--- src/rtl/csf_pkg.sv ---
package csf_pkg;

    // Depth of the wait queue, one cell per thread slot
    localparam int MAX_THREADS = 16;
    localparam int FILL_W      = $clog2(MAX_THREADS + 1);

    // Fixed field widths
    localparam int OP_W     = 2;
    localparam int TID_W    = 4;
    localparam int INIT_W   = 10;
    localparam int STATUS_W = 2;
    localparam int CNT_W    = 12;

    // Count saturation limits
    localparam logic signed [CNT_W-1:0] CNT_MAX = 12'sh7FF;
    localparam logic signed [CNT_W-1:0] CNT_MIN = 12'sh800;

    typedef enum logic [OP_W-1:0] {
        OP_CREATE = 2'd0,
        OP_WAIT   = 2'd1,
        OP_POST   = 2'd2,
        OP_FREE   = 2'd3
    } t_op;

    typedef enum logic [STATUS_W-1:0] {
        ST_OK       = 2'd0,
        ST_FREE_ERR = 2'd1,
        ST_OVERFLOW = 2'd2
    } t_status;

    // Control broadcast to every queue cell
    typedef struct packed {
        logic             shift;  // pop: every cell takes its right neighbor
        logic             push;   // append at the cell addressed by the fill count
        logic [TID_W-1:0] id;     // id written on push
    } t_cell_ctl;

endpackage

--- src/rtl/csf_cell.sv ---
module csf_cell
    import csf_pkg::*;
(
    input  logic             i_clk,
    input  t_cell_ctl        i_ctl,
    input  logic             i_sel,      // this cell is the tail slot
    input  logic [TID_W-1:0] i_next_id,  // id held by the right neighbor
    output logic [TID_W-1:0] o_id
);

    logic [TID_W-1:0] r_id;
    logic [TID_W-1:0] n_id;

    // Shift toward the head on pop, load on push into the tail slot
    always_comb begin
        n_id = r_id;
        if (i_ctl.shift) begin
            n_id = i_next_id;
        end else if (i_ctl.push && i_sel) begin
            n_id = i_ctl.id;
        end
    end

    always_ff @(posedge i_clk) begin
        r_id <= n_id;
    end

    assign o_id = r_id;

endmodule

--- src/rtl/counting_semaphore_fifo.sv ---
// Counting semaphore with a FIFO wait queue held in a shifting row of cells.
// Results are held in a registered output slot. Create, wait and post take a
// new item as the last result is taken; free with N waiters gives N results,
// one per cycle while the output is not stalled, and takes no item till done.
// Reset (synchronous, active low) clears the count, marks the semaphore free
// and empties the queue; the queue cells themselves are not cleared.
module counting_semaphore_fifo
    import csf_pkg::*;
(
    input  logic                i_clk,
    input  logic                i_rst_n,
    input  logic                i_in_valid,
    output logic                o_in_ready,
    input  logic [OP_W-1:0]     i_op,
    input  logic [TID_W-1:0]    i_thread_id,
    input  logic [INIT_W-1:0]   i_init_count,
    output logic                o_out_valid,
    input  logic                i_out_ready,
    output logic [STATUS_W-1:0] o_status,
    output logic                o_blocked,
    output logic                o_resumed_valid,
    output logic [TID_W-1:0]    o_resumed_thread,
    output logic                o_last
);

    // Semaphore state
    logic signed [CNT_W-1:0] r_count, n_count;
    logic                    r_in_use, n_in_use;
    logic [FILL_W-1:0]       r_fill, n_fill;
    logic                    r_drain, n_drain;

    // Output register
    logic                r_out_valid, n_out_valid;
    t_status             r_status, n_status;
    logic                r_blocked, n_blocked;
    logic                r_rv, n_rv;
    logic [TID_W-1:0]    r_rt, n_rt;
    logic                r_last, n_last;

    t_cell_ctl           w_ctl;
    logic [TID_W-1:0]    w_id [MAX_THREADS];
    logic                w_slot_free;
    logic                w_accept;
    t_op                 w_op;

    assign w_slot_free = !r_out_valid || i_out_ready;
    assign o_in_ready  = !r_drain && w_slot_free;
    assign w_accept    = i_in_valid && o_in_ready;
    assign w_op        = t_op'(i_op);

    // Row of queue cells, head at index 0
    for (genvar g = 0; g < MAX_THREADS; g++) begin : g_cell
        logic [TID_W-1:0] w_next;
        if (g == MAX_THREADS - 1) begin : g_end
            assign w_next = '0;
        end else begin : g_mid
            assign w_next = w_id[g+1];
        end
        csf_cell u_cell (
            .i_clk     (i_clk),
            .i_ctl     (w_ctl),
            .i_sel     (r_fill == FILL_W'(g)),
            .i_next_id (w_next),
            .o_id      (w_id[g])
        );
    end

    // Operation decode and next state
    always_comb begin
        n_count     = r_count;
        n_in_use    = r_in_use;
        n_fill      = r_fill;
        n_drain     = r_drain;
        n_out_valid = r_out_valid && !i_out_ready;
        n_status    = r_status;
        n_blocked   = r_blocked;
        n_rv        = r_rv;
        n_rt        = r_rt;
        n_last      = r_last;
        w_ctl.shift = 1'b0;
        w_ctl.push  = 1'b0;
        w_ctl.id    = i_thread_id;

        if (r_drain) begin
            // free in progress: one waiter per cycle while the output slot is free
            if (w_slot_free) begin
                w_ctl.shift = 1'b1;
                n_fill      = r_fill - 1'b1;
                n_out_valid = 1'b1;
                n_status    = ST_OK;
                n_blocked   = 1'b0;
                n_rv        = 1'b1;
                n_rt        = w_id[0];
                n_last      = (r_fill == FILL_W'(1));
                if (r_fill == FILL_W'(1)) begin
                    n_drain  = 1'b0;
                    n_in_use = 1'b0;
                end
            end
        end else if (w_accept) begin
            n_out_valid = 1'b1;
            n_status    = ST_OK;
            n_blocked   = 1'b0;
            n_rv        = 1'b0;
            n_rt        = '0;
            n_last      = 1'b1;
            if (w_op == OP_CREATE) begin
                n_count  = CNT_W'(i_init_count);
                n_in_use = 1'b1;
                n_fill   = '0;
            end else if (!r_in_use) begin
                n_status = ST_FREE_ERR;
            end else begin
                case (w_op)
                    OP_WAIT: begin
                        if (r_count > 0) begin
                            n_count = r_count - 1'b1;
                        end else if (r_fill == FILL_W'(MAX_THREADS)) begin
                            n_status = ST_OVERFLOW;
                        end else begin
                            if (r_count != CNT_MIN) begin
                                n_count = r_count - 1'b1;
                            end
                            w_ctl.push = 1'b1;
                            n_fill     = r_fill + 1'b1;
                            n_blocked  = 1'b1;
                        end
                    end
                    OP_POST: begin
                        if (r_count != CNT_MAX) begin
                            n_count = r_count + 1'b1;
                        end
                        // count stays at or below zero only if it was negative
                        if (r_count < 0 && r_fill != '0) begin
                            w_ctl.shift = 1'b1;
                            n_fill      = r_fill - 1'b1;
                            n_rv        = 1'b1;
                            n_rt        = w_id[0];
                        end
                    end
                    OP_FREE: begin
                        if (r_fill == '0) begin
                            n_in_use = 1'b0;
                        end else begin
                            w_ctl.shift = 1'b1;
                            n_fill      = r_fill - 1'b1;
                            n_rv        = 1'b1;
                            n_rt        = w_id[0];
                            n_last      = (r_fill == FILL_W'(1));
                            if (r_fill == FILL_W'(1)) begin
                                n_in_use = 1'b0;
                            end else begin
                                n_drain = 1'b1;
                            end
                        end
                    end
                    default: begin
                        n_status = ST_OK;
                    end
                endcase
            end
        end
    end

    // Control registers
    always_ff @(posedge i_clk) begin
        if (!i_rst_n) begin
            r_count     <= '0;
            r_in_use    <= 1'b0;
            r_fill      <= '0;
            r_drain     <= 1'b0;
            r_out_valid <= 1'b0;
        end else begin
            r_count     <= n_count;
            r_in_use    <= n_in_use;
            r_fill      <= n_fill;
            r_drain     <= n_drain;
            r_out_valid <= n_out_valid;
        end
    end

    // Result payload
    always_ff @(posedge i_clk) begin
        r_status  <= n_status;
        r_blocked <= n_blocked;
        r_rv      <= n_rv;
        r_rt      <= n_rt;
        r_last    <= n_last;
    end

    assign o_out_valid      = r_out_valid;
    assign o_status         = r_status;
    assign o_blocked        = r_blocked;
    assign o_resumed_valid  = r_rv;
    assign o_resumed_thread = r_rt;
    assign o_last           = r_last;

endmodule

--- config.mk ---
export PLATFORM = sky130hd
export DESIGN_NAME = counting_semaphore_fifo
export DESIGN_NICKNAME = d
export VERILOG_FILES = /design/src/rtl/csf_pkg.sv /design/src/rtl/csf_cell.sv /design/src/rtl/counting_semaphore_fifo.sv
export SDC_FILE = /design/constraint.sdc
export NUM_CORES = 1
export LEC_CHECK = 0
export BUFFER_PORTS_ARGS = -buffer_cell sky130_fd_sc_hd__buf_2
export CORE_MARGIN = 3
export CORE_UTILIZATION = 50
export CTS_CLUSTER_DIAMETER = 150
export DETAILED_ROUTE_END_ITERATION = 6
export HOLD_SLACK_MARGIN = 0.12
export PLACE_DENSITY = 0.7
export SLEW_MARGIN = 20
export SYNTH_ARGS = -nofsm -noshare
export SYNTH_HDL_FRONTEND = slang
export SYNTH_HIERARCHICAL = 1
export SYNTH_SLANG_ARGS = --single-unit
--- constraint.sdc ---
create_clock -name i_clk -period 5.74 [get_ports i_clk]
set_input_delay 1.148 -clock i_clk [delete_from_list [all_inputs] [get_ports i_clk]]
set_output_delay 1.148 -clock i_clk [all_outputs]
set_load 0.03 [all_outputs]
==> summary.txt, run 1 <==
Slew HR - 0.333
total clock sinks - 93
CP required - 6.02 ns
H-Tree Depth - 3
initial antenna violation count - 0
top_reg_cell synth - edfxtp_1
Routed Wire Length - 9470 um
ratio of final minimum period to clock period - 0.724
TritonCTS clock tree - done
CTS Buf Count - 9
share of layout cells above drive strength 1 - 0.305
worst-path fanout max - 14
die area - 11,600 um^2
max-cap viol count - 0
Mapped Avg Cell Area - 11.7 um^2
Synth Instances - 442
largest net degree at the start of global routing - 53
endpoints failing hold - 0
FF+latch count, synth - 93
max-slew violations - 0
outcome - finished, final reports clean
peak supply drop - 132 uV
number of flops mapped to enable cells by yosys - 73
worst slack, placed - 1.23 ns
Routed Antenna Nets - 0
Setup Fix Bufs, Post-CTS - 0
most frequent cell after synthesis - edfxtp_1
Initial Util - 0.520
Startpoint Class - input pin
WS Path Type - input pin to flop
PwrDens - 267 nW/um^2
Total GRT Usage - 0.173
largest area contributor in the netlist - edfxtp_1
Die X-Extent - 108 um
drc violations - 0
Area growth syn-to-layout - 8.64%
TNS Setup - 0 ns
Ys Warns - 6
top post-synthesis cells by count - edfxtp_1 (73), mux2_2 (64), nor2_1 (42), nand2_1 (35), o21ai_0 (21)
Die Height - 108 um
First-pass DRT Iterations - 4
Post-DP HPWL - 6710 um
first-pass GRT wire length - 16,200 um
via count - 3,485
Filler cells - 879
post-DR vias/cell - 5.73
Max Clk Rate - 241 MHz
Final WS setup - 1.58 ns
nets - 505
Synth Cell Area - 5160 um^2
CTS root buf - clkbuf_8
Worst Hold Class - flop to flop
hold buffer count at cts - 0
core area - 9910 um^2
Final GP Congestion - 0.873
critical path arrival - 4.44 ns
vias in the first global route - 3,288
Tmin final - 4.16 ns
part of the Yosys area used for sequential elements - 0.503
Clock Tree Buf Depth - 2
Buffers on Ports - 30
top cell type's share of synthesized area - 0.425
Rows - 36
Synth area leaders - edfxtp_1 (43%), mux2_2 (14%), dfxtp_1 (7.8%)
static leakage - 1.99 nW
skew final - 0.0164 ns
1st-iter DRT viols - 247
worst slew pin tran - 0.999 ns
Synth cell types - 63
grt total ovfl - 0
clock transition at the registers of the reported paths - 0.10 ns
Max stage delay on crit path - 0.72 ns
Final setup violation count - 0
CTS resizes - 0
element type at the critical path end - flop
Ant. Diodes - 0
Ports - 31
crit path cell chain - buf_2 -> nor2b_1 -> clkinv_8 -> ha_1 -> a21o_1 -> a221oi_1 -> nor3b_1 -> or3_4 -> or4_4 -> a41oi_2
Worst-Skew Late Latency - 0.35 ns
WL per Instance - 15.6 um
ys async rst share - 0
unrepaired setup endpoints after global routing - no
critical path's slowest cell - nor2b_1
[logic make-up (layout without fill, tap and decap cells)]
group / count (synthesis) / after routing / share of synthesized area
simple gates: 134 / 134 / 0.131
buf+inv: 28 / 58 / 0.0391
fa+ha+maj: 15 / 15 / 0.0364
xor+xnor: 8 / 8 / 0.0136
other cells: 1 / 4 / 0.000727
compound gates: 98 / 98 / 0.135
flops: 93 / 93 / 0.503
mux: 65 / 65 / 0.142
[metal layers]
metal  up-vias  track usage  part of all wire
met4         0       0.0487             0.011
met1      1654        0.251              0.49
met3         8       0.0288             0.045
li1       1733            -                 -
met5         -            0                 0
met2        90        0.269              0.46
[cells in the final DEF, fill, tap and decap left out, types with 4 or more instances in the layout]
| cell | netlist | layout |
|---|---|---|
| o21ai_0 | 21 | 21 |
| a21oi_1 | 19 | 19 |
| a211oi_1 | 6 | 6 |
| nand2b_1 | 5 | 5 |
| nor3_1 | 6 | 6 |
| buf_2 | 0 | 30 |
| clkbuf_8 | 5 | 9 |
| a21o_2 | 16 | 16 |
| nor2b_1 | 7 | 7 |
| a31oi_1 | 5 | 5 |
| nor4_1 | 4 | 4 |
| nand4_1 | 5 | 5 |
| edfxtp_1 | 73 | 73 |
| conb_1 | 1 | 4 |
| dfxtp_1 | 20 | 20 |
| xnor2_1 | 7 | 7 |
| nor2_1 | 42 | 41 |
| inv_1 | 9 | 9 |
| mux2_2 | 64 | 64 |
| ha_1 | 15 | 15 |
| nand2_1 | 35 | 35 |
| nand3_1 | 8 | 8 |
[path summary, 6_finish.rpt]
| path | to | slack, ns | startpoint | cells after the start |
|---|---|---|---|---|
| setup / recovery | r_count[11] | 1.58 | i_op[1] | 10 |
| hold / removal | r_count[8] | 0.51 | r_count[8] | 2 |
| setup reg to reg | g_cell[8].u_cell/o_id[1] | 2.85 | r_fill[0] | 9 |
| hold reg to reg | r_count[8] | 0.51 | r_count[8] | 2 |
[state kept, by name (all words and copies together) (netlist names)]
register and flops:
g_cell.u_cell/o_id 64, o_blocked 1, o_last 1, o_out_valid 1, o_resumed_thread 4, o_resumed_valid 1
o_status 2, r_count 12, r_drain 1, r_fill 5, r_in_use 1
[metrics by stage]
step                      std cells  cell area, um^2  utilization  hold slack [ns]  power (mW)
final                           608             5600        0.565            0.510        1.49
after global routing            608             5600        0.565            0.541        1.56
after CTS                       608             5600        0.565            0.511        1.50
after detailed placement        592             5360        0.540            0.500       0.980
after global placement          592             5360        0.540            0.498       0.977
after floorplan                 445             5170            -            0.459       0.938
[power breakdown]
part	switching [mW]	internal (mW)
clock	0.231	0.295
sequential	0.0162	0.740
combinational	0.119	0.0922
total	0.366	1.13
[worst max-delay path: cells and delay by family]
| family | cells | cell delay [ns] |
|---|---|---|
| fa+ha+maj | 1 | 0.40 |
| compound gates | 3 | 0.80 |
| simple gates | 4 | 1.66 |
| buf+inv | 2 | 0.42 |
[layout make-up]
class	instances	area, um^2	share of cell area
clock inverter	6	119	0.0212
tap	133	166	0.0297
multi-input combinational	324	2380	0.425
clock buffer	10	128	0.0228
timing repair buffer	32	165	0.0295
sequential	93	2590	0.463
inverter	10	50.0	0.00893
Power figures use the tool's default switching activity.
==> run 2: changes to the inputs <==
--- a/config.mk
+++ b/config.mk
@@ -11,7 +11,7 @@
 export CTS_CLUSTER_DIAMETER = 150
 export DETAILED_ROUTE_END_ITERATION = 6
 export HOLD_SLACK_MARGIN = 0.12
-export PLACE_DENSITY = 0.7
+export PLACE_DENSITY = 0.68
 export SLEW_MARGIN = 20
 export SYNTH_ARGS = -nofsm -noshare
 export SYNTH_HDL_FRONTEND = slang
==> constraint.sdc (replaced) <==
create_clock -name i_clk -period 4 [get_ports i_clk]
set_input_delay 0.8 -clock i_clk [delete_from_list [all_inputs] [get_ports i_clk]]
set_output_delay 0.8 -clock i_clk [all_outputs]
set_load 0.03 [all_outputs]
==> summary.txt, run 2 (same netlist as run 1, synthesis figures left out) <==
CP required - 4.29 ns (-1.73 ns)
clock share of power - 0.322 (-0.030)
WL per Instance - 16.1 um (+3.3%)
Total GRT Usage - 0.179 (+0.00578)
post-DR vias/cell - 5.80 (+1.2%)
nets - 508 (+0.59%)
Buffers on Ports - 30 (unchanged)
outcome - finished, final reports clean
WS Path Type - input pin to flop
Tmin final - 3.46 ns
Routed Wire Length - 9830 um (+3.8%)
Die Height - 108 um (unchanged)
Initial Util - 0.520 (unchanged)
commonest non-fill, non-tap cell in the layout - edfxtp_1
Worst-Skew Late Latency - 0.36 ns (about the same)
core area - 9910 um^2 (unchanged)
max-slew violations - 0 (unchanged)
max FFs per register - 64 (unchanged)
drc violations - 0 (unchanged)
die area - 11,600 um^2 (unchanged)
initial antenna violation count - 0 (unchanged)
Hold Crit Depth - 2 (unchanged)
clock transition at the registers of the reported paths - 0.08 ns (-0.02 ns)
Gate power share - 0.151 (+0.009)
Ports - 31 (unchanged)
H-Tree Depth - 3 (unchanged)
hold buffer count at cts - 0 (unchanged)
cell internal pwr - 1.54 mW (+37%)
vias in the first global route - 3,354 (+2.0%)
Area growth syn-to-layout - 8.64% (unchanged)
share of layout cells above drive strength 1 - 0.305 (about the same)
critical path arrival - 3.74 ns (-0.70 ns)
Net Sw Power - 515 uW (+41%)
TritonCTS clock tree - done
Worst Hold Class - flop to flop
Worst Reg-to-Reg Cells - 9 (unchanged)
skew final - 0.00642 ns (-0.00996 ns)
element type at the critical path end - flop
1st-iter DRT viols - 233 (-5.7%)
Rows - 36 (unchanged)
FF+latch area - 2590 um^2 (unchanged)
endpoints failing hold - 0 (unchanged)
most frequent cells in the layout - edfxtp_1 (73), mux2_2 (64), nor2_1 (41)
CTS Buf Count - 9 (unchanged)
Final setup violation count - 0 (unchanged)
First-pass DRT Iterations - 5 (+1)
static leakage - 1.99 nW (-0.14%)
Die X-Extent - 108 um (unchanged)
total clock sinks - 93 (unchanged)
Final GP Congestion - 0.969 (+11%)
max-cap viol count - 0 (unchanged)
Hold EP - r_fill[4]
Setup Fix Bufs, Post-CTS - 0 (unchanged)
first-pass GRT wire length - 16,400 um (+1.1%)
ratio of final minimum period to clock period - 0.864
TNS Setup - 0 ns (unchanged)
Max Clk Rate - 289 MHz
hold path startpoint - r_fill[4]
worst-path fanout max - 14 (unchanged)
placed insts - 595 (+0.51%)
peak supply drop - 159 uV (+21%)
worst r2r src - r_fill[0]
area occupied by multi-input gates - 2380 um^2 (unchanged)
R2R Path End - g_cell[15].u_cell/o_id[3]
Ant. Diodes - 0 (unchanged)
Slew HR - 0.470 (+0.137)
largest net degree at the start of global routing - 81 (+53%)
Net Sw Frac - 0.250 (+0.00519)
via count - 3,544 (+1.7%)
Non-Filler Instances - 611 (+0.49%)
grt total ovfl - 0 (unchanged)
R2R Setup Slk - 1.36 ns (-1.49 ns)
Reg power frac - 0.527 (+0.021)
Startpoint Class - input pin
PwrDens - 368 nW/um^2 (+38%)
unrepaired setup endpoints after global routing - no
Post-DP HPWL - 6910 um (+2.9%)
worst slew pin tran - 0.793 ns (-0.206 ns)
Clock Tree Buf Depth - 2 (unchanged)
CTS root buf - clkbuf_8
CTS resizes - 0 (unchanged)
Filler cells - 868 (-1.3%)
Routed Antenna Nets - 0 (unchanged)
## run 2: changes by cell type in the layout (fill, tap and decap cells not counted)
cell | before | now
clkinvlp_4 | 0 | 1
buf_4 | 2 | 4
clkinv_4 | 1 | 0
clkinv_1 | 0 | 3
clkbuf_1 | 1 | 0
inv_8 | 1 | 0
buf_12 | 0 | 1
bufinv_16 | 3 | 2
## run 2: how the worst max path moves through the flow
stage / startpoint / slack [ns] / cells past startpoint / to
after floorplan: i_op[1] / 0.14 / 6 / g_cell[0].u_cell/o_id[0]
after global placement: i_op[1] / 0.28 / 10 / r_count[11]
after detailed placement: i_op[1] / 0.20 / 10 / r_count[11]
after CTS: i_op[1] / 0.59 / 10 / r_count[11]
after global routing: i_op[1] / 0.42 / 10 / r_count[11]
final: i_op[1] / 0.54 / 10 / r_count[11]
## run 2: through the flow
step           area, um^2  power, mW  hold WS (ns)   util  setup slack [ns]
3_3_place_gp         5390       1.40         0.496  0.544             0.276
5_1_grt              5600       2.15         0.558  0.565             0.423
6_report             5600       2.06         0.517  0.565             0.542
4_1_cts              5600       2.08         0.518  0.565             0.587
3_5_place_dp         5390       1.41         0.503  0.544             0.200
2_1_floorplan        5170       1.35         0.459      -             0.139
## run 2: cell type report
| cell class | count | area share |
|---|---|---|
| inverters | 10 | 0.00893 |
| clock inverters | 7 | 0.0156 |
| repair buffers | 35 | 0.0357 |
| well taps | 133 | 0.0297 |
| multi-input cells | 324 | 0.425 |
| flip-flops and latches | 93 | 0.463 |
| clock buffers | 9 | 0.0221 |
## run 2: critical path, cell delays in order
cell and delay, ns:
buf_2 0.23, nor2b_1 0.46, clkinv_8 0.16, ha_1 0.39, a21o_1 0.22, a221oi_1 0.37, nor3b_1 0.12, or3_4 0.39
or4_4 0.42, a41oi_2 0.19
## run 2: layer usage
layer  track usage  up-vias  wire, um
li1              -     1739         -
met1         0.255     1689      4680
met2         0.266       96      4450
met3        0.0276       20       497
met4        0.0884        0       208
met5             0        -         0
## run 2: power groups by stage
stage                     logic, mW  registers, mW  clock network [mW]
after floorplan               0.242           1.10                   0
after global placement        0.298           1.11                   0
after detailed placement      0.306           1.11                   0
after CTS                     0.308           1.08               0.689
after global routing          0.342           1.09               0.722
final                         0.310           1.09               0.664
